===== config.mk =====
export PLATFORM = sky130hd
export DESIGN_NAME = trimmed_mean_size_outlier_filter
export DESIGN_NICKNAME = d
export VERILOG_FILES = /design/src/rtl/core/tmsof_pkg.sv /design/src/rtl/core/tmsof_mul.sv /design/src/rtl/core/trimmed_mean_size_outlier_filter.sv
export SDC_FILE = /design/constraint.sdc
export NUM_CORES = 2
export LEC_CHECK = 0
export ABC_CLOCK_PERIOD_IN_PS = 19600
export BUFFER_PORTS_ARGS = -buffer_cell sky130_fd_sc_hd__buf_4
export CAP_MARGIN = 20
export CELL_PAD_IN_SITES_DETAIL_PLACEMENT = 1
export CELL_PAD_IN_SITES_GLOBAL_PLACEMENT = 1
export CORE_UTILIZATION = 30
export DETAILED_ROUTE_END_ITERATION = 10
export GPL_TIMING_DRIVEN = 0
export HOLD_SLACK_MARGIN = 0.03
export PLACE_DENSITY = 0.54
export SETUP_SLACK_MARGIN = 0.3
export SLEW_MARGIN = 20
export SYNTH_ARGS = -nofsm -noshare
export SYNTH_HDL_FRONTEND = slang
export SYNTH_SLANG_ARGS = --single-unit

===== constraint.sdc =====
create_clock -name clk -period 19.6 [get_ports clk]
set_input_delay 0 -clock clk [delete_from_list [all_inputs] [get_ports clk]]
set_output_delay 0 -clock clk [all_outputs]
set_load 0.01 [all_outputs]

===== src/rtl/core/tmsof_pkg.sv =====
// Shared constants and types for the trimmed-mean size outlier filter.
package tmsof_pkg;

    // Set capacity and field widths.
    localparam int MAX_RECTS   = 64;
    localparam int LENGTH_BITS = 12;
    localparam int RATIO_W     = 8;
    localparam int IDX_W       = $clog2(MAX_RECTS);
    localparam int CNT_W       = $clog2(MAX_RECTS + 1);
    localparam int SUM_W       = LENGTH_BITS + IDX_W;
    localparam int N8_W        = CNT_W + 3;
    localparam int RECT_IDX_W  = 6;

    // Stream widths: input tdata carries width and height, output tdata
    // carries index, keep and overflow flag.
    localparam int IN_DATA_W   = 24;
    localparam int OUT_DATA_W  = 8;

    // Shared multiplier operand widths.
    localparam int MUL_A_W     = SUM_W;
    localparam int MUL_B_W     = (N8_W > RATIO_W) ? N8_W : RATIO_W;
    localparam int MUL_P_W     = MUL_A_W + MUL_B_W;

    // Configuration register indexes.
    localparam int CFG_IDX_W   = 1;
    localparam logic [CFG_IDX_W-1:0] REG_LENGTH_CAP  = 1'd0;
    localparam logic [CFG_IDX_W-1:0] REG_KEEP_RATIO  = 1'd1;
    localparam int CFG_DATA_W  = 12;

    // Reset values of the configuration registers.
    localparam logic [LENGTH_BITS-1:0] LENGTH_CAP_RST = LENGTH_BITS'(450);
    localparam logic [RATIO_W-1:0]     KEEP_RATIO_RST = RATIO_W'(12);

    // Sequencer states.
    typedef enum logic [2:0] {
        S_IDLE,
        S_TRIM,
        S_RHS,
        S_SCALE,
        S_LMUL,
        S_JUDGE,
        S_EMIT
    } state_t;

    // Operand selection for the shared multiplier.
    typedef enum logic {
        MUL_SEL_RHS,
        MUL_SEL_LEN
    } mul_sel_t;

endpackage


===== src/rtl/core/tmsof_mul.sv =====
// Shared multiplier with a registered product.
module tmsof_mul
    import tmsof_pkg::*;
(
    input  logic               clk,
    input  logic [MUL_A_W-1:0] op_a,
    input  logic [MUL_B_W-1:0] op_b,
    output logic [MUL_P_W-1:0] product
);

    logic [MUL_P_W-1:0] product_reg;
    logic [MUL_P_W-1:0] product_next;

    // Unsigned multiply, registered before use.
    assign product_next = MUL_P_W'(op_a) * MUL_P_W'(op_b);

    always_ff @(posedge clk)
    begin
        product_reg <= product_next;
    end

    assign product = product_reg;

endmodule


===== src/rtl/core/trimmed_mean_size_outlier_filter.sv =====
// Top level of the trimmed-mean size outlier filter.
//
// Rectangles load one per cycle on the input stream while the block is idle;
// each stores its larger side in a 64-entry length memory and updates running
// sums, counts, minima and maxima for the capped and the full set. The item
// marked with tlast ends the set: the block drops ready, forms the trimmed
// count and sum and then the product ratio times sum (TRIM, RHS, SCALE), then
// judges the stored lengths in load order (memory read, shared multiplier,
// compare into the output register), one result at a time, each held until
// it is taken. No new rectangle is accepted until the last result of the set
// has been taken. Items beyond 64 are dropped and flagged in every result of
// the set. Configuration writes are always taken and should be issued while idle.
module trimmed_mean_size_outlier_filter
    import tmsof_pkg::*;
(
    input  logic                   clk,
    input  logic                   rst_n,
    // Configuration write channel.
    input  logic                   cfg_valid,
    output logic                   cfg_ready,
    input  logic [CFG_IDX_W-1:0]   cfg_index,
    input  logic [CFG_DATA_W-1:0]  cfg_data,
    // Input stream.
    input  logic                   s_axis_tvalid,
    output logic                   s_axis_tready,
    input  logic [IN_DATA_W-1:0]   s_axis_tdata,   // [11:0] rect_width, [23:12] rect_height
    input  logic                   s_axis_tlast,   // last_rect
    // Result stream.
    output logic                   m_axis_tvalid,
    input  logic                   m_axis_tready,
    output logic [OUT_DATA_W-1:0]  m_axis_tdata,   // [5:0] rect_index, [6] keep, [7] overflowed
    output logic                   m_axis_tlast    // last_result
);

    // Sequencer state.
    state_t state_reg, state_next;

    // Configuration registers.
    logic [LENGTH_BITS-1:0] length_cap_reg;
    logic [RATIO_W-1:0]     keep_ratio_reg;

    // Set statistics.
    logic [CNT_W-1:0]       entry_count_reg;
    logic [SUM_W-1:0]       capped_sum_reg;
    logic [CNT_W-1:0]       capped_count_reg;
    logic [LENGTH_BITS-1:0] capped_min_reg;
    logic [LENGTH_BITS-1:0] capped_max_reg;
    logic [SUM_W-1:0]       total_sum_reg;
    logic [LENGTH_BITS-1:0] total_min_reg;
    logic [LENGTH_BITS-1:0] total_max_reg;
    logic                   overflow_seen_reg;

    // Judging datapath.
    logic [CNT_W-1:0]       n_reg;
    logic [SUM_W-1:0]       sum_reg;
    logic [MUL_P_W-1:0]     rhs_reg;
    logic [IDX_W-1:0]       idx_reg;
    logic [LENGTH_BITS-1:0] rd_data_reg;
    logic                   out_keep_reg;
    logic                   out_last_reg;

    // Length memory.
    logic [LENGTH_BITS-1:0] length_mem [MAX_RECTS];

    // Control decode.
    logic                   in_accept;
    logic                   out_accept;
    logic                   room;
    logic                   is_last_entry;
    logic [IDX_W-1:0]       rd_addr;
    mul_sel_t               mul_sel;
    logic [MUL_A_W-1:0]     mul_a;
    logic [MUL_B_W-1:0]     mul_b;
    logic [MUL_P_W-1:0]     mul_p;
    logic [LENGTH_BITS-1:0] rect_w;
    logic [LENGTH_BITS-1:0] rect_h;
    logic [LENGTH_BITS-1:0] len;
    logic                   len_capped;
    logic [CNT_W-1:0]       sel_count;
    logic [SUM_W-1:0]       sel_sum;
    logic [LENGTH_BITS-1:0] sel_min;
    logic [LENGTH_BITS-1:0] sel_max;
    logic [31:0]            idx_ext;

    assign cfg_ready  = 1'b1;
    assign in_accept  = s_axis_tvalid && s_axis_tready;
    assign out_accept = m_axis_tvalid && m_axis_tready;

    // Length of the incoming rectangle and its classification.
    assign rect_w     = s_axis_tdata[11:0];
    assign rect_h     = s_axis_tdata[23:12];
    assign len        = (rect_w > rect_h) ? rect_w : rect_h;
    assign len_capped = (len <= length_cap_reg);
    assign room       = (entry_count_reg < CNT_W'(MAX_RECTS));

    assign is_last_entry = (CNT_W'(idx_reg) + CNT_W'(1) == entry_count_reg);

    // Reference set: capped lengths if any qualify, otherwise all lengths.
    always_comb
    begin
        if (capped_count_reg != '0)
        begin
            sel_count = capped_count_reg;
            sel_sum   = capped_sum_reg;
            sel_min   = capped_min_reg;
            sel_max   = capped_max_reg;
        end
        else
        begin
            sel_count = entry_count_reg;
            sel_sum   = total_sum_reg;
            sel_min   = total_min_reg;
            sel_max   = total_max_reg;
        end
    end

    // Next-state logic.
    always_comb
    begin
        state_next = state_reg;
        case (state_reg)
            S_IDLE:
            begin
                if (in_accept && s_axis_tlast)
                begin
                    state_next = S_TRIM;
                end
            end
            S_TRIM:  state_next = S_RHS;
            S_RHS:   state_next = S_SCALE;
            S_SCALE: state_next = S_LMUL;
            S_LMUL:  state_next = S_JUDGE;
            S_JUDGE: state_next = S_EMIT;
            S_EMIT:
            begin
                if (out_accept)
                begin
                    state_next = is_last_entry ? S_IDLE : S_LMUL;
                end
            end
            default: state_next = S_IDLE;
        endcase
    end

    // Output and datapath control decode.
    always_comb
    begin
        s_axis_tready = 1'b0;
        m_axis_tvalid = 1'b0;
        mul_sel       = MUL_SEL_LEN;
        rd_addr       = idx_reg;
        case (state_reg)
            S_IDLE:  s_axis_tready = 1'b1;
            S_RHS:   mul_sel = MUL_SEL_RHS;
            S_EMIT:
            begin
                m_axis_tvalid = 1'b1;
                rd_addr       = idx_reg + IDX_W'(1);
            end
            default: ;
        endcase
    end

    // Shared multiplier operands: ratio times sum once, then length times 8n.
    always_comb
    begin
        case (mul_sel)
            MUL_SEL_RHS:
            begin
                mul_a = sum_reg;
                mul_b = MUL_B_W'(keep_ratio_reg);
            end
            default:
            begin
                mul_a = MUL_A_W'(rd_data_reg);
                mul_b = MUL_B_W'({n_reg, 3'b000});
            end
        endcase
    end

    tmsof_mul u_mul (
        .clk     (clk),
        .op_a    (mul_a),
        .op_b    (mul_b),
        .product (mul_p)
    );

    // Length memory: written on load, read with registered data.
    always_ff @(posedge clk)
    begin
        if (in_accept && room)
        begin
            length_mem[entry_count_reg[IDX_W-1:0]] <= len;
        end
        rd_data_reg <= length_mem[rd_addr];
    end

    // Control state, configuration and set statistics.
    always_ff @(posedge clk or negedge rst_n)
    begin
        if (!rst_n)
        begin
            state_reg         <= S_IDLE;
            length_cap_reg    <= LENGTH_CAP_RST;
            keep_ratio_reg    <= KEEP_RATIO_RST;
            entry_count_reg   <= '0;
            capped_sum_reg    <= '0;
            capped_count_reg  <= '0;
            capped_min_reg    <= '1;
            capped_max_reg    <= '0;
            total_sum_reg     <= '0;
            total_min_reg     <= '1;
            total_max_reg     <= '0;
            overflow_seen_reg <= 1'b0;
            idx_reg           <= '0;
        end
        else
        begin
            state_reg <= state_next;

            // Configuration transaction.
            if (cfg_valid && cfg_ready)
            begin
                case (cfg_index)
                    REG_LENGTH_CAP: length_cap_reg <= cfg_data[LENGTH_BITS-1:0];
                    REG_KEEP_RATIO: keep_ratio_reg <= cfg_data[RATIO_W-1:0];
                    default: ;
                endcase
            end

            // Load one rectangle, or note that the set overflowed.
            if (in_accept)
            begin
                if (room)
                begin
                    entry_count_reg <= entry_count_reg + CNT_W'(1);
                    total_sum_reg   <= total_sum_reg + SUM_W'(len);
                    if (len < total_min_reg)
                    begin
                        total_min_reg <= len;
                    end
                    if (len > total_max_reg)
                    begin
                        total_max_reg <= len;
                    end
                    if (len_capped)
                    begin
                        capped_sum_reg   <= capped_sum_reg + SUM_W'(len);
                        capped_count_reg <= capped_count_reg + CNT_W'(1);
                        if (len < capped_min_reg)
                        begin
                            capped_min_reg <= len;
                        end
                        if (len > capped_max_reg)
                        begin
                            capped_max_reg <= len;
                        end
                    end
                end
                else
                begin
                    overflow_seen_reg <= 1'b1;
                end
            end

            // Step through the stored entries; clear the set after the last.
            if (out_accept)
            begin
                if (is_last_entry)
                begin
                    idx_reg           <= '0;
                    entry_count_reg   <= '0;
                    capped_sum_reg    <= '0;
                    capped_count_reg  <= '0;
                    capped_min_reg    <= '1;
                    capped_max_reg    <= '0;
                    total_sum_reg     <= '0;
                    total_min_reg     <= '1;
                    total_max_reg     <= '0;
                    overflow_seen_reg <= 1'b0;
                end
                else
                begin
                    idx_reg <= idx_reg + IDX_W'(1);
                end
            end
        end
    end

    // Trimmed reference, scale and judgement registers.
    always_ff @(posedge clk)
    begin
        if (state_reg == S_TRIM)
        begin
            if (sel_count > CNT_W'(2))
            begin
                n_reg   <= sel_count - CNT_W'(2);
                sum_reg <= sel_sum - (SUM_W'(sel_min) + SUM_W'(sel_max));
            end
            else
            begin
                n_reg   <= sel_count;
                sum_reg <= sel_sum;
            end
        end
        if (state_reg == S_SCALE)
        begin
            rhs_reg <= mul_p;
        end
        if (state_reg == S_JUDGE)
        begin
            out_keep_reg <= (mul_p <= rhs_reg);
            out_last_reg <= is_last_entry;
        end
    end

    // Result payload.
    assign idx_ext      = 32'(idx_reg);
    assign m_axis_tdata = {overflow_seen_reg, out_keep_reg, idx_ext[RECT_IDX_W-1:0]};
    assign m_axis_tlast = out_last_reg;

    // The block never loads while a result is on offer.
    assert property (@(posedge clk) disable iff (!rst_n)
        !(s_axis_tready && m_axis_tvalid))
        else $error("input ready while a result is pending");

    // The fill count never passes the capacity.
    assert property (@(posedge clk) disable iff (!rst_n)
        entry_count_reg <= CNT_W'(MAX_RECTS))
        else $error("entry count beyond capacity");

    // Capped entries are a subset of the stored ones.
    assert property (@(posedge clk) disable iff (!rst_n)
        capped_count_reg <= entry_count_reg)
        else $error("capped count exceeds entry count");

    // Every judged index refers to an entry of the current set.
    assert property (@(posedge clk) disable iff (!rst_n)
        m_axis_tvalid |-> (CNT_W'(idx_reg) < entry_count_reg))
        else $error("result index outside the stored set");

    // The end of a set closes the input on the next cycle.
    assert property (@(posedge clk) disable iff (!rst_n)
        (s_axis_tvalid && s_axis_tready && s_axis_tlast) |=> !s_axis_tready)
        else $error("input still open after the last rectangle");

endmodule


==> summary.md <==
| Metric | Value |
|---|---|
| Grt ovf | 0 |
| Critical path's most frequent cell | fa_1 |
| Crit path DAT | about 8.6 ns |
| #FFs+latches synth | approximately 990 |
| # port buffers | 53 |
| Final WL | 143000 um |
| Design area | 56900 um2 |
| Clock slew at reported path FFs | 0.06 ns |
| Synth area leaders | edfxtp_1 51%, mux4_2 8.9%, fa_1 5.7% |
| Setup Skew | around 0.048 ns |
| Fill cells | around 17000 |
| Worst-path maximum fanout | 10 |
| Post-placement cell area | 52600 um2 |
| CP Buf/Inv Count | 7 |
| CTS Buf Count | roughly 110 |
| GR Util All Layers | between 10% and 20% |
| Antenna Nets Post-Route | 0 |
| Gpl congestion | ~0.8 |
| Slew HR | about a fifth |
| F_max | between 100 and 150 MHz |
| Vias in the first global route | just over 30000 |
| Commonest cells in the netlist | 823 x edfxtp_1, 238 x inv_1, 238 x nor2_1 |
| Die height | 405 um |
| Max FFs per register | 768 |
| Worst skew pair latency | between 0.7 and 0.8 ns |
| DRC | 0 |
| Most frequent cell after synthesis | edfxtp_1 |
| Number of sinks on the clock net | a little under 1000 |
| Max clock buf depth | 3 |
| Avg Cell Area, Syn | about 14 um2 |
| Netlist cell types | 75 |
| Largest net degree at the start of global routing | between 60 and 70 |
| Status | complete, no violations |
| EDFF count, synth | approximately 800 |
| Final hold vios | 0 |
| Most used DFF post-synth | edfxtp_1 |
| Asr flop ratio synth | around an eighth |
| Seq/Total Area, Yosys | about three fifths |
| Clk root buf | clkbuf_16 |
| RSZ-0062 raised after global routing | false |
| Worst setup path class | reg -> reg |
| Post-DP HPWL | about 100000 um |
| Initial antenna violation count | 16 |
| Per-cell routed wire length | ~24 um |
| Count of warnings emitted by yosys | 0 |
| Total negative slack | 0 ns |
| CTS tree | built |
| Tmin final | 8.00 ns |
| Slowest cell on crit path | clkbuf_1 |
| Crit. End Element | flop |
| Period utilization | 40.8% |
| Setup-failing EPs final | 0 |
| Layout cells sized above 1 | roughly 17% |
| Worst slew pin tran | 1.19 ns |
| Syn Inst Count | around 3400 |
| Area grow syn2layout | 16.8% |
| Row count | between 100 and 150 |
| Max capacitance violation total | 0 |
| Hold WC Path Type | in -> reg |
| First-pass GRT wire length | 211000 um |
| Starting Density | between 30% and 40% |
| Top Family by Delay on Critical Path | adder cells |
| H-tree depth | 3 |
| DRT iter0 DRCs | 1871 |
| Final Max Tran Viols | 0 |
| Synth top area share | between 50% and 60% |
| Vias per cell | a little under 5 |
| Core Area | between 150000 and 200000 um2 |
| Via Count | between 20000 and 30000 |
| Critical path required time | 20.21 ns |
| Cell area after synthesis | 48800 um2 |
| CP peak stage delay | around 0.54 ns |
| DIE AREA | between 150000 and 200000 um2 |
| DIE WIDTH | slightly above 400 um |
| IO Pins | 55 |
| CP Launch Type | flop |
| 1st-pass router iterations | 5 |
| Final-stage net count | ~4000 |
| Top cell type by total area after synthesis | edfxtp_1 |
-- area by class of cell --
| cell class | instances | area [um2] | share of cell area (%) |
|---|---|---|---|
| plain buffers | 153 | 674 | 1.18 |
| clock inverters | 72 | 761 | 1.34 |
| flip-flops and latches | 991 | 28800 | 50.5 |
| clock buffers | 140 | 3000 | 5.27 |
| multi-input cells | 1992 | 18700 | 32.9 |
| diodes | 1 | 2.50 | 0.00439 |
| well taps | 2160 | 2700 | 4.75 |
| repair buffers | 131 | 1430 | 2.51 |
| inverters | 241 | 905 | 1.59 |
-- per-stage QoR --
stage / hold WS [ns] / util [%] / std cells / setup WS, ns
3_5_place_dp: 0.0396 / 32.7 / 5610 / 11.50
5_1_grt: 0.0665 / 35.4 / 5880 / 11.11
4_1_cts: 0.0335 / 35.4 / 5880 / 11.49
6_report: 0.0684 / 35.4 / 5881 / 11.60
3_3_place_gp: 0.213 / 32.3 / 5590 / 11.49
2_1_floorplan: -0.296 / - / 3377 / 13.11
-- cell usage in the layout (no fill, tap or decap), types with 46 or more instances in the layout --
cell type / n
fa_1: 140
xnor2_1: 48
ha_1: 203
o22ai_1: 50
mux2i_1: 146
a21oi_1: 123
edfxtp_1: 823
inv_1: 238
o21ai_0: 84
clkbuf_1: 104
dlygate4sd3_1: 57
buf_2: 46
and3_1: 62
clkbuf_16: 113
buf_4: 64
nor2_2: 63
mux4_2: 192
nor3_1: 46
nand3_1: 48
dfrtp_1: 98
nor2_1: 173
nand2_1: 209
a21o_1: 49
-- worst paths after layout --
| check | startpoint | endpoint | slack [ns] | depth (start not counted) |
|---|---|---|---|---|
| max | state_reg[2] | u_mul.product[26] | 11.60 | 25 |
| min | s_axis_tdata[21] | length_mem[15][9] | 0.07 | 2 |
| max in group asynchronous | rst_n | total_sum_reg[3] | 18.63 | 4 |
| min reg2reg | u_mul.product[9] | rhs_reg[9] | 0.43 | 0 |
| max reg2reg | state_reg[2] | u_mul.product[26] | 11.60 | 25 |
| min in group asynchronous | rst_n | capped_min_reg[4] | 0.57 | 3 |
-- routing by layer --
| metal | up-vias | track usage, % | wire, um | share of wire, % |
|---|---|---|---|---|
| met5 | - | 0 | 93 | 0.065 |
| met4 | 14 | 5.15 | 3450 | 2.4 |
| met3 | 189 | 2.52 | 6050 | 4.2 |
| met2 | 533 | 27.9 | 65900 | 46 |
| met1 | 15143 | 24.7 | 67400 | 47 |
| li1 | 13116 | - | - | - |
-- cell families (layout without fill, tap and decap cells) --
| family | Yosys count | after routing | share of synthesized area [%] |
|---|---|---|---|
| xor gates and xnor gates | 83 | 83 | 1.49 |
| AOI/OAI and AO/OA | 442 | 442 | 5.74 |
| muxes | 362 | 362 | 12.4 |
| buffers and inverters | 394 | 737 | 3.24 |
| adders and majority gates | 343 | 343 | 11.0 |
| and+or+nand+nor | 749 | 749 | 7.18 |
| other | 2 | 14 | 0.0154 |
| DFF | 991 | 991 | 59.0 |
-- what timing repair did --
action	in CTS	in global routing
hold buffers	58	0
endpoints found under the hold margin	258	0
buffers inserted	0	0
resized for setup	0	0
Power is not shown: default switching activity piles up to over one toggle a cycle in this logic, so the estimate is an artifact.
